==> config.mk <==
export PLATFORM = sky130hd
export DESIGN_NAME = byte_set_statistics_top
export DESIGN_NICKNAME = d
export VERILOG_FILES = /design/src/rtl/core/bss_pkg.sv /design/src/rtl/core/byte_set_statistics_top.sv /design/src/rtl/core/bss_div.sv
export SDC_FILE = /design/constraint.sdc
export NUM_CORES = 1
export LEC_CHECK = 0
export CAP_MARGIN = 10
export CORE_MARGIN = 2
export CORE_UTILIZATION = 25
export CTS_CLUSTER_DIAMETER = 60
export DETAILED_ROUTE_END_ITERATION = 16
export DONT_BUFFER_PORTS = 1
export PLACE_DENSITY = 0.4
export SYNTH_ARGS = -nofsm -noshare
export SYNTH_HDL_FRONTEND = slang
export SYNTH_HIERARCHICAL = 1
export SYNTH_SLANG_ARGS = --single-unit
==> constraint.sdc <==
create_clock -name i_clk -period 5.5 [get_ports i_clk]
set_clock_uncertainty 0.05 [all_clocks]
set_input_delay 1.375 -clock i_clk [delete_from_list [all_inputs] [get_ports i_clk]]
set_output_delay 1.375 -clock i_clk [all_outputs]
set_load 0.02 [all_outputs]
==> src/rtl/core/bss_pkg.sv <==
`timescale 1ns / 1ps

package bss_pkg;

    // Program addresses of the control store
    typedef logic [2:0] t_step;

    localparam t_step S_LOAD  = 3'd0;
    localparam t_step S_START = 3'd1;
    localparam t_step S_PASS  = 3'd2;
    localparam t_step S_SCAN  = 3'd3;
    localparam t_step S_STEP  = 3'd4;
    localparam t_step S_WAIT  = 3'd5;
    localparam t_step S_EMIT  = 3'd6;
    localparam t_step S_RET   = 3'd7;

    // Jump conditions: jump to target when true, else fall through
    typedef enum logic [2:0] {
        C_NONE      = 3'd0,
        C_ALWAYS    = 3'd1,
        C_NO_LAST   = 3'd2,
        C_SCAN_MORE = 3'd3,
        C_BIT_MORE  = 3'd4,
        C_DIV_BUSY  = 3'd5,
        C_OUT_BUSY  = 3'd6
    } t_cond;

    // One control word
    typedef struct packed {
        logic  load;       // take samples from the input channel
        logic  start;      // launch divider, reset median search
        logic  pass_init;  // rewind memory scan and counters
        logic  scan;       // stream the memory through the comparators
        logic  pass_end;   // settle one bit of both order statistics
        logic  emit;       // load the output register, clear the set
        t_cond cond;
        t_step target;
    } t_ctrl;

    // Control store
    function automatic t_ctrl ctrl_rom(input t_step addr);
        t_ctrl w;
        w = '{load: 1'b0, start: 1'b0, pass_init: 1'b0, scan: 1'b0,
              pass_end: 1'b0, emit: 1'b0, cond: C_NONE, target: S_LOAD};
        case (addr)
            S_LOAD: begin
                w.load   = 1'b1;
                w.cond   = C_NO_LAST;
                w.target = S_LOAD;
            end
            S_START: begin
                w.start = 1'b1;
            end
            S_PASS: begin
                w.pass_init = 1'b1;
            end
            S_SCAN: begin
                w.scan   = 1'b1;
                w.cond   = C_SCAN_MORE;
                w.target = S_SCAN;
            end
            S_STEP: begin
                w.pass_end = 1'b1;
                w.cond     = C_BIT_MORE;
                w.target   = S_PASS;
            end
            S_WAIT: begin
                w.cond   = C_DIV_BUSY;
                w.target = S_WAIT;
            end
            S_EMIT: begin
                w.emit   = 1'b1;
                w.cond   = C_OUT_BUSY;
                w.target = S_EMIT;
            end
            S_RET: begin
                w.cond   = C_ALWAYS;
                w.target = S_LOAD;
            end
            default: begin
                w.cond   = C_ALWAYS;
                w.target = S_LOAD;
            end
        endcase
        return w;
    endfunction

endpackage

==> src/rtl/core/byte_set_statistics_top.sv <==
`timescale 1ns / 1ps

// Channel   Dir  Bus fields (low bit up)
// s_axis    in   tdata[7:0] sample, tlast = final sample of the set
// m_axis    out  tdata[7:0] minimum, [15:8] maximum, [23:16] mean,
//                [31:24] median, [38:32] count, [39] overflow
//
// Samples load at one per cycle. After the final sample, a short control
// program runs: eight bit-wise selection passes over the single-read-port
// sample memory find both middle order statistics, while a restoring
// divider forms the mean in parallel. No input is taken while the program
// runs; the result waits in an output register and a stalled consumer only
// holds the program at its emit step.
// Reset is synchronous, active low, and clears the set; no memory sweep.
module byte_set_statistics_top #(
    parameter int CAPACITY = 64
) (
    input  logic        i_clk,
    input  logic        i_rst_n,
    input  logic        i_s_axis_tvalid,
    output logic        o_s_axis_tready,
    input  logic [7:0]  i_s_axis_tdata,   // sample
    input  logic        i_s_axis_tlast,   // last
    output logic        o_m_axis_tvalid,
    input  logic        i_m_axis_tready,
    output logic [39:0] o_m_axis_tdata    // minimum, maximum, mean, median,
                                          // count, overflow
);

    localparam int AW = (CAPACITY > 1) ? $clog2(CAPACITY) : 1;
    localparam int NW = $clog2(CAPACITY + 1);
    localparam int SW = $clog2(CAPACITY * 255 + 1);

    // Program sequencer
    bss_pkg::t_step r_step, n_step;
    bss_pkg::t_ctrl ctrl;
    logic           take;

    // Set statistics
    logic [NW-1:0] r_kept;
    logic [7:0]    r_min, r_max;
    logic [SW-1:0] r_sum;
    logic          r_drop;
    logic [7:0]    r_mem [CAPACITY];

    // Median search
    logic [NW-1:0] r_addr;
    logic          r_dv;
    logic [7:0]    r_rd;
    logic [NW-1:0] r_cnt_a, r_cnt_b;
    logic [7:0]    r_pref_a, r_pref_b;
    logic [2:0]    r_bit;
    logic [7:0]    bit_mask, trial_a, trial_b;
    logic [31:0]   n32;
    logic [NW-1:0] k_a, k_b;
    logic          issue;

    // Output
    logic          r_out_valid;
    logic [39:0]   r_out;
    logic          out_busy, emit_go;
    logic          in_fire, not_full;
    logic          div_busy;
    logic [7:0]    mean_q;
    logic [8:0]    mid_sum;

    assign ctrl     = bss_pkg::ctrl_rom(r_step);
    assign in_fire  = i_s_axis_tvalid && o_s_axis_tready;
    assign not_full = r_kept < NW'(CAPACITY);
    assign out_busy = r_out_valid && !i_m_axis_tready;
    assign emit_go  = ctrl.emit && !out_busy;
    assign issue    = r_addr < r_kept;

    // Ranks of the two middle elements in descending order (1-based)
    assign n32      = 32'(r_kept);
    assign k_b      = NW'((n32 >> 1) + 32'd1);
    assign k_a      = n32[0] ? k_b : NW'(n32 >> 1);
    assign bit_mask = 8'd1 << r_bit;
    assign trial_a  = r_pref_a | bit_mask;
    assign trial_b  = r_pref_b | bit_mask;
    assign mid_sum  = 9'(r_pref_a) + 9'(r_pref_b);

    // Evaluate jump condition
    always_comb begin
        case (ctrl.cond)
            bss_pkg::C_ALWAYS:    take = 1'b1;
            bss_pkg::C_NO_LAST:   take = !(in_fire && i_s_axis_tlast);
            bss_pkg::C_SCAN_MORE: take = issue || r_dv;
            bss_pkg::C_BIT_MORE:  take = r_bit != 3'd0;
            bss_pkg::C_DIV_BUSY:  take = div_busy;
            bss_pkg::C_OUT_BUSY:  take = out_busy;
            default:              take = 1'b0;
        endcase
        n_step = take ? ctrl.target : r_step + 3'd1;
    end

    assign o_s_axis_tready = ctrl.load;

    always_ff @(posedge i_clk) begin
        if (!i_rst_n) begin
            r_step <= bss_pkg::S_LOAD;
        end else begin
            r_step <= n_step;
        end
    end

    // Accumulate the set; clear it once the result is loaded
    always_ff @(posedge i_clk) begin
        if (!i_rst_n) begin
            r_kept <= '0;
            r_min  <= 8'hFF;
            r_max  <= 8'h00;
            r_sum  <= '0;
            r_drop <= 1'b0;
        end else if (emit_go) begin
            r_kept <= '0;
            r_min  <= 8'hFF;
            r_max  <= 8'h00;
            r_sum  <= '0;
            r_drop <= 1'b0;
        end else if (in_fire) begin
            if (not_full) begin
                r_kept <= r_kept + NW'(1);
                if (i_s_axis_tdata < r_min) r_min <= i_s_axis_tdata;
                if (i_s_axis_tdata > r_max) r_max <= i_s_axis_tdata;
                r_sum <= r_sum + SW'(i_s_axis_tdata);
            end else begin
                r_drop <= 1'b1;
            end
        end
    end

    // Sample memory: one write port, one registered read port
    always_ff @(posedge i_clk) begin
        if (in_fire && not_full) begin
            r_mem[r_kept[AW-1:0]] <= i_s_axis_tdata;
        end
        r_rd <= r_mem[r_addr[AW-1:0]];
    end

    // Bit-wise selection of both middle order statistics
    always_ff @(posedge i_clk) begin
        if (!i_rst_n) begin
            r_dv <= 1'b0;
        end else if (ctrl.pass_init) begin
            r_dv <= 1'b0;
        end else if (ctrl.scan) begin
            r_dv <= issue;
        end
    end

    always_ff @(posedge i_clk) begin
        if (ctrl.start) begin
            r_bit    <= 3'd7;
            r_pref_a <= 8'h00;
            r_pref_b <= 8'h00;
        end else if (ctrl.pass_end) begin
            r_bit <= r_bit - 3'd1;
            if (r_cnt_a >= k_a) r_pref_a <= trial_a;
            if (r_cnt_b >= k_b) r_pref_b <= trial_b;
        end
        if (ctrl.pass_init) begin
            r_addr  <= '0;
            r_cnt_a <= '0;
            r_cnt_b <= '0;
        end else if (ctrl.scan) begin
            if (issue) r_addr <= r_addr + NW'(1);
            if (r_dv && (r_rd >= trial_a)) r_cnt_a <= r_cnt_a + NW'(1);
            if (r_dv && (r_rd >= trial_b)) r_cnt_b <= r_cnt_b + NW'(1);
        end
    end

    bss_div #(
        .DW(SW),
        .VW(NW)
    ) u_div (
        .i_clk      (i_clk),
        .i_rst_n    (i_rst_n),
        .i_start    (ctrl.start),
        .i_dividend (r_sum),
        .i_divisor  (r_kept),
        .o_busy     (div_busy),
        .o_quot     (mean_q)
    );

    // Output register
    always_ff @(posedge i_clk) begin
        if (!i_rst_n) begin
            r_out_valid <= 1'b0;
        end else if (emit_go) begin
            r_out_valid <= 1'b1;
        end else if (i_m_axis_tready) begin
            r_out_valid <= 1'b0;
        end
    end

    always_ff @(posedge i_clk) begin
        if (emit_go) begin
            r_out <= {r_drop, n32[6:0], mid_sum[8:1], mean_q, r_max, r_min};
        end
    end

    assign o_m_axis_tvalid = r_out_valid;
    assign o_m_axis_tdata  = r_out;

`ifndef SYNTHESIS
    a_kept_bound: assert property (@(posedge i_clk) disable iff (!i_rst_n)
        r_kept <= NW'(CAPACITY))
        else $error("kept count above capacity");
    a_emit_clears: assert property (@(posedge i_clk) disable iff (!i_rst_n)
        emit_go |=> (r_kept == '0) && !r_drop && o_m_axis_tvalid)
        else $error("set not cleared after result");
    a_emit_div_done: assert property (@(posedge i_clk) disable iff (!i_rst_n)
        ctrl.emit |-> !div_busy)
        else $error("result taken before mean settled");
    a_scan_bound: assert property (@(posedge i_clk) disable iff (!i_rst_n)
        ctrl.scan |-> r_addr <= r_kept)
        else $error("scan ran past kept samples");
    a_emit_nonempty: assert property (@(posedge i_clk) disable iff (!i_rst_n)
        ctrl.start |-> r_kept != '0)
        else $error("statistics started on empty set");
`endif

endmodule

==> src/rtl/core/bss_div.sv <==
`timescale 1ns / 1ps

// Restoring divider, one quotient bit per cycle
module bss_div #(
    parameter int DW = 14,
    parameter int VW = 7
) (
    input  logic          i_clk,
    input  logic          i_rst_n,
    input  logic          i_start,
    input  logic [DW-1:0] i_dividend,
    input  logic [VW-1:0] i_divisor,
    output logic          o_busy,
    output logic [7:0]    o_quot
);

    localparam int CW = $clog2(DW + 1);

    logic [CW-1:0] r_cnt, n_cnt;
    logic [VW:0]   r_rem, n_rem;
    logic [DW-1:0] r_quo, n_quo;
    logic [VW-1:0] r_dvs, n_dvs;
    logic [VW:0]   rem_sh;
    logic          ge;

    // Shift in the next dividend bit and try to subtract
    always_comb begin
        rem_sh = {r_rem[VW-1:0], r_quo[DW-1]};
        ge     = rem_sh >= {1'b0, r_dvs};
        n_cnt  = r_cnt;
        n_rem  = r_rem;
        n_quo  = r_quo;
        n_dvs  = r_dvs;
        if (i_start) begin
            n_cnt = CW'(DW);
            n_rem = '0;
            n_quo = i_dividend;
            n_dvs = i_divisor;
        end else if (r_cnt != '0) begin
            n_cnt = r_cnt - CW'(1);
            n_rem = ge ? (rem_sh - {1'b0, r_dvs}) : rem_sh;
            n_quo = {r_quo[DW-2:0], ge};
        end
    end

    always_ff @(posedge i_clk) begin
        if (!i_rst_n) begin
            r_cnt <= '0;
        end else begin
            r_cnt <= n_cnt;
        end
    end

    always_ff @(posedge i_clk) begin
        r_rem <= n_rem;
        r_quo <= n_quo;
        r_dvs <= n_dvs;
    end

    assign o_busy = r_cnt != '0;
    assign o_quot = r_quo[7:0];

`ifndef SYNTHESIS
    a_start_idle: assert property (@(posedge i_clk) disable iff (!i_rst_n)
        i_start |-> r_cnt == '0)
        else $error("divider restarted while busy");
    a_rem_bound: assert property (@(posedge i_clk) disable iff (!i_rst_n)
        (r_cnt != '0) |-> r_rem < {1'b0, r_dvs})
        else $error("partial remainder not below divisor");
    a_run_len: assert property (@(posedge i_clk) disable iff (!i_rst_n)
        i_start |=> r_cnt == CW'(DW))
        else $error("divider run length wrong");
`endif

endmodule

==> metrics.yaml, run 1 <==
setup_path:
  crit_chain: "inv_1 -> ha_1 -> nor4bb_4 -> buf_4 -> and2_1 -> nand2_1 -> nor2_1"
  crit_path_start_kind: "flip-flop"
  crit_required_ns: 5.70
  worstPathArrival_ns: 3.75
  cp-end-kind: "flip-flop"
  path_max_fanout: 19
  worst_path_max_delay_cell: "nor2_1"
  critPathKind: "reg2reg"
  slowest_delay_ns: 0.79
pwr:
  peakVddDrop_mv: 0.206
  power.density_nw_per_um2: 418
  power.leakage_nw: 10.5
  power.total_mw: 13.6
clock_tree:
  cts_made_buffers: 74
  postCtsSetupBuffers: 0
  post_cts_resize_count: 0
  cts_buffer_depth: 3
  clockRootBuffer: "clkbuf_16"
  clock_latency_ns: 0.64
  clkTransAtPathRegs_ns: 0.06
  cts_sinks: 675
  tritoncts: "done"
  hold_buffers: 0
  htreeDepth: 3
timing:
  hold_viol: 0
  setup_tns_ns: 0
  setup_viol: 0
  fin_crit_sh_pct: 64.5
  relSlewSlack_pct: 32.4
  setup_ws_ns: 1.95
  worstMarginPinSlew_ns: 1.01
  clock.fmax_mhz: 282
  rsz0062_at_grt: "false"
  fin_crit_ns: 3.55
  hold-worst-slack_ns: 0.403
  final_max_slew_viol_count: 0
yosys:
  synth_top_family_by_area: "multiplexers"
  synth.avg_cell_area_sq_um: 15.8
  synth_edf_count: 573
  synth_top_flop_cell: "edfxtp_1"
  synth-simple-area-share_pct: 6.61
  ys_ff_latch: 675
  synthArstFlopShare_pct: 0
  mappedNetlistNets: 1893
  yosysSeqAreaShare_pct: 68.0
  post_synth_inst_count: 1785
  syn_area_sq_um: 28300
  synth_warnings: 6
  muxShareOfSynthArea_pct: 11.6
  synth_compound_area_share_pct: 6.22
  synth_area_leaders: "edfxtp_1 61%, mux4_2 9.7%, dfxtp_1 7.2%"
  netlist.area_leader.share_pct: 60.8
  synth-adder-area-share_pct: 4.28
  synth_common_cells: "573 x edfxtp_1, 158 x nor2_1, 122 x mux4_2, 102 x dfxtp_1, 92 x ha_1"
  synth_xor_area_share_pct: 1.11
  synth_cell_types: 69
  yosysMostFrequentCell: "edfxtp_1"
  synth_top_area_cell: "edfxtp_1"
placed_design:
  dp.cells: 3222
  portBuffers: 0
  dpl_worst_slack_ns: 1.48
  place_area_sq_um: 30000
  dp_hpwl_um: 46700
  place_congestion: 0.789
floorplan:
  initial_core_util_pct: 25.2
  die_h_um: 340
  die-area_sq_um: 116000
  fp.dieW_um: 340
  io_pins: 55
  rows: 123
  core-area_sq_um: 112000
min_path:
  hold_path_class: "reg2reg"
layout:
  final_util_pct: 28.9
  stdcell_count: 3361
  nets: 1906
  drive_gt1_share_pct: 15.9
  areaGrowthSynthToFinish_pct: 14.7
  stdcell_area_sq_um: 32400
drt:
  dr.pass1.iters: 5
  num_vias: 15700
  routed_wl_um: 76400
  route.detailed.drc: 0
  drt_iter0_markers: 1278
  vias_per_cell: 4.67
  ant_nets: 0
  wire_per_inst_um: 22.7
global_routing:
  grt_usage_pct: 13.1
  grt_pass1_vias: 16000
  grt_start_max_net_pins: 70
  grt_antenna_before_repair: 4
  gr-total-overflow: 0
  grt_pass1_wl_um: 112000
status:
  outcome: "finished, final reports clean"
flow_run:
  drv_cap: 0
## registers in the layout, indices dropped and copies added (netlist names)
register and count:
r_bit 3, u_div/r_quo 14, u_div/r_rem 7, r_drop 1
r_rd 8, r_kept 7, o_m_axis_tdata 40, r_min 8
r_step 3, r_cnt_a 7, r_mem 512, r_addr 7
u_div/r_dvs 7, r_pref_b 8, r_dv 1, r_sum 14
r_max 8, r_cnt_b 7, u_div/r_cnt 4, r_pref_a 8
o_m_axis_tvalid 1
## layout make-up
cell class              instances  area [sq um]
diodes                          1          2.50
clock buffers                 103          2080
clock inverters                35           353
fillers                     11200         79900
inverters                      53           199
multi-input cells             972          8480
flip-flops and latches        675         19300
well taps                    1500          1880
repair buffers                 22           190
## path summary, 6_finish.rpt
check | startpoint | endpoint | slack, ns | depth (start not counted)
setup / recovery | r_step[0] | r_mem[49][3] | 1.95 | 7
setup reg to reg | r_step[0] | r_mem[49][3] | 1.95 | 7
hold / removal | u_div/r_quo[6] | o_m_axis_tdata[22] | 0.40 | 0
hold reg to reg | u_div/r_quo[6] | o_m_axis_tdata[22] | 0.40 | 0
## logic make-up (layout without fill, tap and decap cells)
group	Yosys count	in the layout
flops	675	675
mux	174	174
simple gates	402	402
xor+xnor	36	36
buf+inv	138	213
compound gates	265	265
fa+ha+maj	95	95
other cells	0	1
## layer usage
metal | up-vias | track usage [%] | part of all wire [%]
met3 | 91 | 2.59 | 4.9
met5 | - | 0 | 0
met1 | 8232 | 19.1 | 48
met4 | 0 | 3.04 | 1.9
met2 | 375 | 19.9 | 45
li1 | 7002 | - | -
## placed cells by master (no fill, tap or decap), drive strengths merged, types with 7 or more instances in the layout
| cell type | netlist | routed |
|---|---|---|
| o21a | 7 | 7 |
| nor3 | 24 | 24 |
| nand4 | 15 | 15 |
| mux4 | 122 | 122 |
| nand3 | 35 | 35 |
| clkinv | 2 | 21 |
| a21o | 11 | 11 |
| xor2 | 13 | 13 |
| o21ai | 32 | 32 |
| a21oi | 80 | 80 |
| clkbuf | 43 | 103 |
| nand2 | 91 | 91 |
| dfxtp | 102 | 102 |
| ha | 92 | 92 |
| buf | 42 | 22 |
| nor2b | 29 | 29 |
| and2 | 8 | 8 |
| a211oi | 20 | 20 |
| nand2b | 10 | 10 |
| xnor2 | 23 | 23 |
| nor2 | 158 | 158 |
| and3 | 7 | 7 |
| inv | 51 | 58 |
| a22oi | 50 | 50 |
| a31oi | 16 | 16 |
| edfxtp | 573 | 573 |
| mux2 | 15 | 15 |
| o31ai | 8 | 8 |
| mux2i | 37 | 37 |
## power by group
group	internal, mW	switching [mW]	total (mW)
Combinational	1.07	1.41	2.48
Sequential	5.86	0.239	6.10
Clock	2.91	2.08	4.99
Total	9.84	3.73	13.6
## critical path: cells and delay by family (launching register included)
kind | cells | cell delay, ns
fa+ha+maj | 1 | 0.38
simple gates | 4 | 2.00
flops | 1 | 0.34
buf+inv | 2 | 0.40
(Power assumes the default switching activity.)
==> inputs of run 2 (changes only) <==
- clock period: 5.5 -> 3.55 ns (I/O delays scaled with it)
==> run 2 against run 1 <==
First-iteration DRC count down 6.3%. Flip-flop and latch count unchanged. Cell count up 2.9%. Total power up 58%. Combinational power up 61%. Utilization up 0.72 points. Sequential share of layout area down 1.5 points. Design area up 2.5%. Critical endpoint is now r_mem[21][7]. Largest cell class unchanged.
==> metrics.yaml, run 2 (synthesis results as in run 1) <==
status:
  outcome: "finished, final reports clean"
timing:
  relSlewSlack_pct: 40.5  # +8.1 points
  final_max_slew_viol_count: 0  # unchanged
  setup_ws_ns: 0.361  # -1.59 ns
  fin_crit_sh_pct: 89.8  # +25 points
  clock.fmax_mhz: 314  # +11%
  fin_crit_ns: 3.19  # -0.359 ns
  setup_tns_ns: 0  # unchanged
  setup_viol: 0  # unchanged
  worstMarginPinSlew_ns: 0.885  # -0.123 ns
  rsz0062_at_grt: "false"
  hold_viol: 0  # unchanged
global_routing:
  grt_start_max_net_pins: 70  # unchanged
  grt_usage_pct: 12.8  # -0.28 points
  grt_pass1_vias: 16200  # +1.4%
  use_met1_pct: 17.8  # -1.2 points
  use_met2_pct: 20.1  # +0.17 points
  busiest_layer: "met2"
  grt_antenna_before_repair: 1  # -3
  gr-total-overflow: 0  # unchanged
  use_met3_pct: 2.46  # -0.12 points
  grt_pass1_wl_um: 110000  # -1.4%
floorplan:
  initial_core_util_pct: 25.2  # unchanged
  core-area_sq_um: 112000  # unchanged
  fp.dieW_um: 340  # unchanged
  die-area_sq_um: 116000  # unchanged
  io_pins: 55  # unchanged
  rows: 123  # unchanged
  die_h_um: 340  # unchanged
drt:
  ant_nets: 0  # unchanged
  route.detailed.drc: 0  # unchanged
  vias_per_cell: 4.57  # -2.1%
  dr.pass1.iters: 5  # unchanged
  drt_iter0_markers: 1198  # -6.3%
  wire_per_inst_um: 21.5  # -5.2%
  routed_wl_um: 74500  # -2.4%
  num_vias: 15800  # +0.76%
setup_path:
  path_max_fanout: 10  # -9
  critPathLaunch: "r_step[0]"
  worstPathArrival_ns: 3.39  # -0.36 ns
  critPathKind: "reg2reg"
  rr_startpoint: "r_step[0]"
  cp-end-kind: "flip-flop"
  crit_path_start_kind: "flip-flop"
  crit_required_ns: 3.75  # -1.95 ns
min_path:
  min-delay-start: "i_s_axis_tdata[3]"
  hold_path_class: "in2reg"
clock_tree:
  post_cts_resize_count: 0  # unchanged
  clkTransAtPathRegs_ns: 0.06  # about the same
  postCtsSetupBuffers: 0  # unchanged
  clockRootBuffer: "clkbuf_16"
  cts_made_buffers: 78  # +5.4%
  cts_buffer_depth: 3  # unchanged
  tritoncts: "done"
  clock_latency_ns: 0.64  # about the same
  hold_buffers: 0  # unchanged
  htreeDepth: 3  # unchanged
  cts_sinks: 675  # unchanged
layout:
  final_common_cell: "edfxtp_1"
  nets: 2006  # +5.2%
  antenna_cells: 0  # -1
  final_cell_mix: "573 x edfxtp_1, 157 x nor2_1, 122 x mux4_2"
  drive_gt1_share_pct: 20.0  # +4.1 points
  largest_reg_flops: 512  # unchanged
  areaGrowthSynthToFinish_pct: 17.6
placed_design:
  dp_hpwl_um: 48200  # +3.2%
  dpl_worst_slack_ns: 0.309  # -1.17 ns
  place_congestion: 0.786  # -0.32%
  portBuffers: 0  # unchanged
pwr:
  power.density_nw_per_um2: 644  # +54%
  power.leakage_nw: 11.0  # +5.3%
  power.total_mw: 21.4  # +58%
  peakVddDrop_mv: 0.395  # +91%
flow_run:
  drv_cap: 0  # unchanged
[run 2: layer usage]
layer / wire (um) / share of wire (%)
met5: 0 / 0
met2: 34100 / 46
met3: 3290 / 4.4
met1: 35100 / 47
met4: 1970 / 2.6
[run 2: critical path: stages, from the launching register on]
cell and delay [ns]:
dfxtp_1 0.34, inv_1 0.09, ha_1 0.34, nor4bb_4 0.45, and2_1 0.27, nand2_1 0.46
nor2_1 0.80
[run 2: path summary, 6_finish.rpt]
path / endpoint / cells past startpoint / slack, ns
worst min register to register: o_m_axis_tdata[20] / 0 / 0.41
worst max register to register: r_mem[21][7] / 6 / 0.36
worst max-delay path: r_mem[21][7] / 6 / 0.36
worst min-delay path: r_mem[27][3] / 0 / 0.32
[run 2: report_power, final]
| group | leakage (nW) | internal [mW] | switching, mW | total (mW) |
|---|---|---|---|---|
| clock | 1.23 | 4.70 | 3.32 | 8.01 |
| sequential | 6.01 | 9.08 | 0.338 | 9.42 |
| combinational | 3.77 | 1.73 | 2.26 | 3.99 |
[run 2: per-stage QoR]
stage	utilization (%)	cell area (sq um)	instances	hold WS, ns
finish	29.6	33300	3460	0.318
global route	29.6	33300	3460	0.272
CTS	29.6	33300	3460	0.257
detailed placement	27.4	30700	3318	0.390
global placement	27.4	30700	3318	0.390
floorplan	-	28300	1785	0.359
[run 2: final cells by class]
class | count | area [sq um]
Clock inverter | 38 | 387
Fill cell | 11200 | 79100
Tap cell | 1500 | 1880
Multi-Input combinational cell | 972 | 8480
Timing Repair Buffer | 118 | 923
Clock buffer | 104 | 2140
Inverter | 53 | 199
Sequential cell | 675 | 19300
==> inputs of run 3 (changes only) <==
- CTS_CLUSTER_DIAMETER: 60 -> 40
- GPL_TIMING_DRIVEN: not set -> 0
- PLACE_DENSITY: 0.4 -> 0.42
- clock period: 3.55 -> 2.7 ns (I/O delays scaled with it)
==> run 3 against run 2 <==
Sequential share of layout area fell by 4.7 points. Hold slack got worse by 0.26 ns. Cell count rose by 3.4%. The flow now finishes with violations (setup timing). Die area did not move. Critical path type unchanged.
==> metrics.yaml, run 3 (synthesis results as in run 1) <==
status:
  outcome: "complete, but fails checks"
  violations: "setup timing"
drt:
  dr.pass1.iters: 5  # unchanged
  num_vias: 16600  # +5.0%
  met2WireLength_um: 36900  # +7.9%
  ant_nets: 0  # unchanged
  dr.max_layer_used: "met5"
  routed_wl_um: 80400  # +7.8%
  wl_met3_um: 4470  # +36%
  vias_per_cell: 4.64  # +1.6%
  met1_length_um: 36800  # +4.9%
  route.detailed.drc: 0  # unchanged
  wire_per_inst_um: 22.5  # +4.3%
  drt_iter0_markers: 1207  # +0.75%
layout:
  drive_gt1_share_pct: 29.7  # +9.7 points
  final_util_pct: 32.2  # +2.6 points
  areaGrowthSynthToFinish_pct: 28.0
  largest_reg_flops: 512  # unchanged
  final_cell_mix: "573 x edfxtp_1, 122 x mux4_2, 108 x clkbuf_16"
  antenna_cells: 0  # unchanged
  final_common_cell: "edfxtp_1"
  nets: 2093  # +4.3%
placed_design:
  dp_hpwl_um: 50900  # +5.7%
  place_congestion: 0.799  # +1.6%
  portBuffers: 0  # unchanged
setup_path:
  rr_startpoint: "r_addr[0]"
  critPathKind: "reg2reg"
  crit_path_frequent_cell: "buf_6"
  worst_path_max_delay_cell: "mux4_2"
  crit_required_ns: 3.14  # -0.61 ns
  critPathLaunch: "r_addr[0]"
  crit_path_start_kind: "flip-flop"
  slowest_delay_ns: 0.54  # -0.26 ns
  r2r-end: "r_rd[2]"
  path_max_fanout: 10  # unchanged
  rrSetupSlack_ns: -0.004  # -0.37 ns
  crit_chain: "buf_6 -> buf_6 -> buf_6 -> mux4_2 -> a22oi_1 -> a21oi_1 -> a211o_1"
  worstPathArrival_ns: 3.15  # -0.24 ns
  crit_path_end: "r_rd[2]"
  reg2reg_depth: 7  # +1
  cp-end-kind: "flip-flop"
timing:
  setup_ws_ns: -0.00431  # -0.366 ns
  rsz0062_at_grt: "true"
  worstMarginPinSlew_ns: 1.18  # +0.291 ns
  hold_viol: 0  # unchanged
  relSlewSlack_pct: 21.4  # -19 points
  final_max_slew_viol_count: 0  # unchanged
  clock.fmax_mhz: 370  # +18%
  hold-worst-slack_ns: 0.0628  # -0.255 ns
  fin_crit_sh_pct: 100  # +10 points
  setup_viol: 1  # +1
  fin_crit_ns: 2.70  # -0.484 ns
clock_tree:
  cts_buffer_depth: 3  # unchanged
  clkTransAtPathRegs_ns: 0.06  # about the same
  cts_made_buffers: 106  # +36%
  cts_sinks: 675  # unchanged
  clockRootBuffer: "clkbuf_16"
  hold_buffers: 0  # unchanged
  clock_latency_ns: 0.68  # +0.04 ns
  tritoncts: "done"
  htreeDepth: 3  # unchanged
pwr:
  power.leakage_nw: 11.9  # +8.3%
  power.density_nw_per_um2: 892  # +38%
  peakVddDrop_mv: 0.516  # +31%
  power.total_mw: 32.3  # +51%
floorplan:
  die_h_um: 340  # unchanged
  rows: 123  # unchanged
  core-area_sq_um: 112000  # unchanged
  fp.dieW_um: 340  # unchanged
  io_pins: 55  # unchanged
  die-area_sq_um: 116000  # unchanged
  initial_core_util_pct: 25.2  # unchanged
global_routing:
  grt_pass1_wl_um: 117000  # +5.5%
  grt_start_max_net_pins: 70  # unchanged
  gr-total-overflow: 0  # unchanged
  grt_pass1_vias: 16700  # +3.1%
  grt_antenna_before_repair: 2  # +1
  grt_usage_pct: 13.7  # +0.93 points
flow_run:
  drv_cap: 0  # unchanged
min_path:
  hold_path_class: "in2reg"
[run 3: cell types whose count changed in the layout (fill, tap and decap cells not counted), sizes merged]
cell      before  now
clkinvlp       4   15
clkinv        24   31
clkbuf       104  168
bufinv         6   11
buf          118  133
inv           57   72
[run 3: worst min path at each step]
stage,startpoint,to,slack [ns],depth (start not counted)
finish,i_s_axis_tdata[1],r_mem[5][1],0.06,0
global route,i_s_axis_tdata[1],r_mem[5][1],0.03,0
CTS,i_s_axis_tdata[3],r_mem[61][3],0.03,0
detailed placement,r_min[2],o_m_axis_tdata[2],0.40,0
global placement,r_max[3],o_m_axis_tdata[11],0.40,0
floorplan,r_drop,o_m_axis_tdata[39],0.36,0
[run 3: layout make-up]
class / count / area (sq um)
buffer: 82 / 557
clock buffer: 124 / 2770
clock inverter: 76 / 840
fill: 11000 / 76100
inverter: 53 / 206
multi-input combinational: 972 / 9340
sequential: 675 / 19300
tap: 1500 / 1880
timing repair buffer: 95 / 1370
[run 3: metal layers]
layer | up-vias | GRT usage, %
met5 | - | 0
met3 | 143 | 2.58
met2 | 432 | 21.4
li1 | 7439 | -
met1 | 8595 | 19.2
met4 | 2 | 4.25
[run 3: critical path: cells and delay by family (launching register included)]
kind / cells / cell delay [ns]
compound gates: 3 / 0.98
buf+inv: 3 / 0.59
mux: 1 / 0.54
flops: 1 / 0.35
[run 3: repair_timing]
action / CTS / global route
resized for setup: 242 / 80
setup endpoints to repair: 618 / 441
buffers inserted: 75 / 17
pin swaps: 67 / 25
[run 3: power breakdown]
group	total, mW	leakage, nW	switching [mW]	internal, mW
sequential	12.3	6.01	0.359	11.9
combinational	6.26	4.18	3.59	2.67
clock	13.7	1.73	5.22	8.53
[run 3: metrics by stage]
stage,setup slack [ns],TNS (ns),cell area [sq um],cells
5_1_grt,-0.0798,-0.173,36200,3577
3_5_place_dp,-1.22,-529.36,30200,3288
6_report,-0.00431,-0.00431,36200,3577
2_1_floorplan,0.0237,0,28300,1785
4_1_cts,0.00348,0,35800,3561
3_3_place_gp,-1.25,-581.32,30200,3285
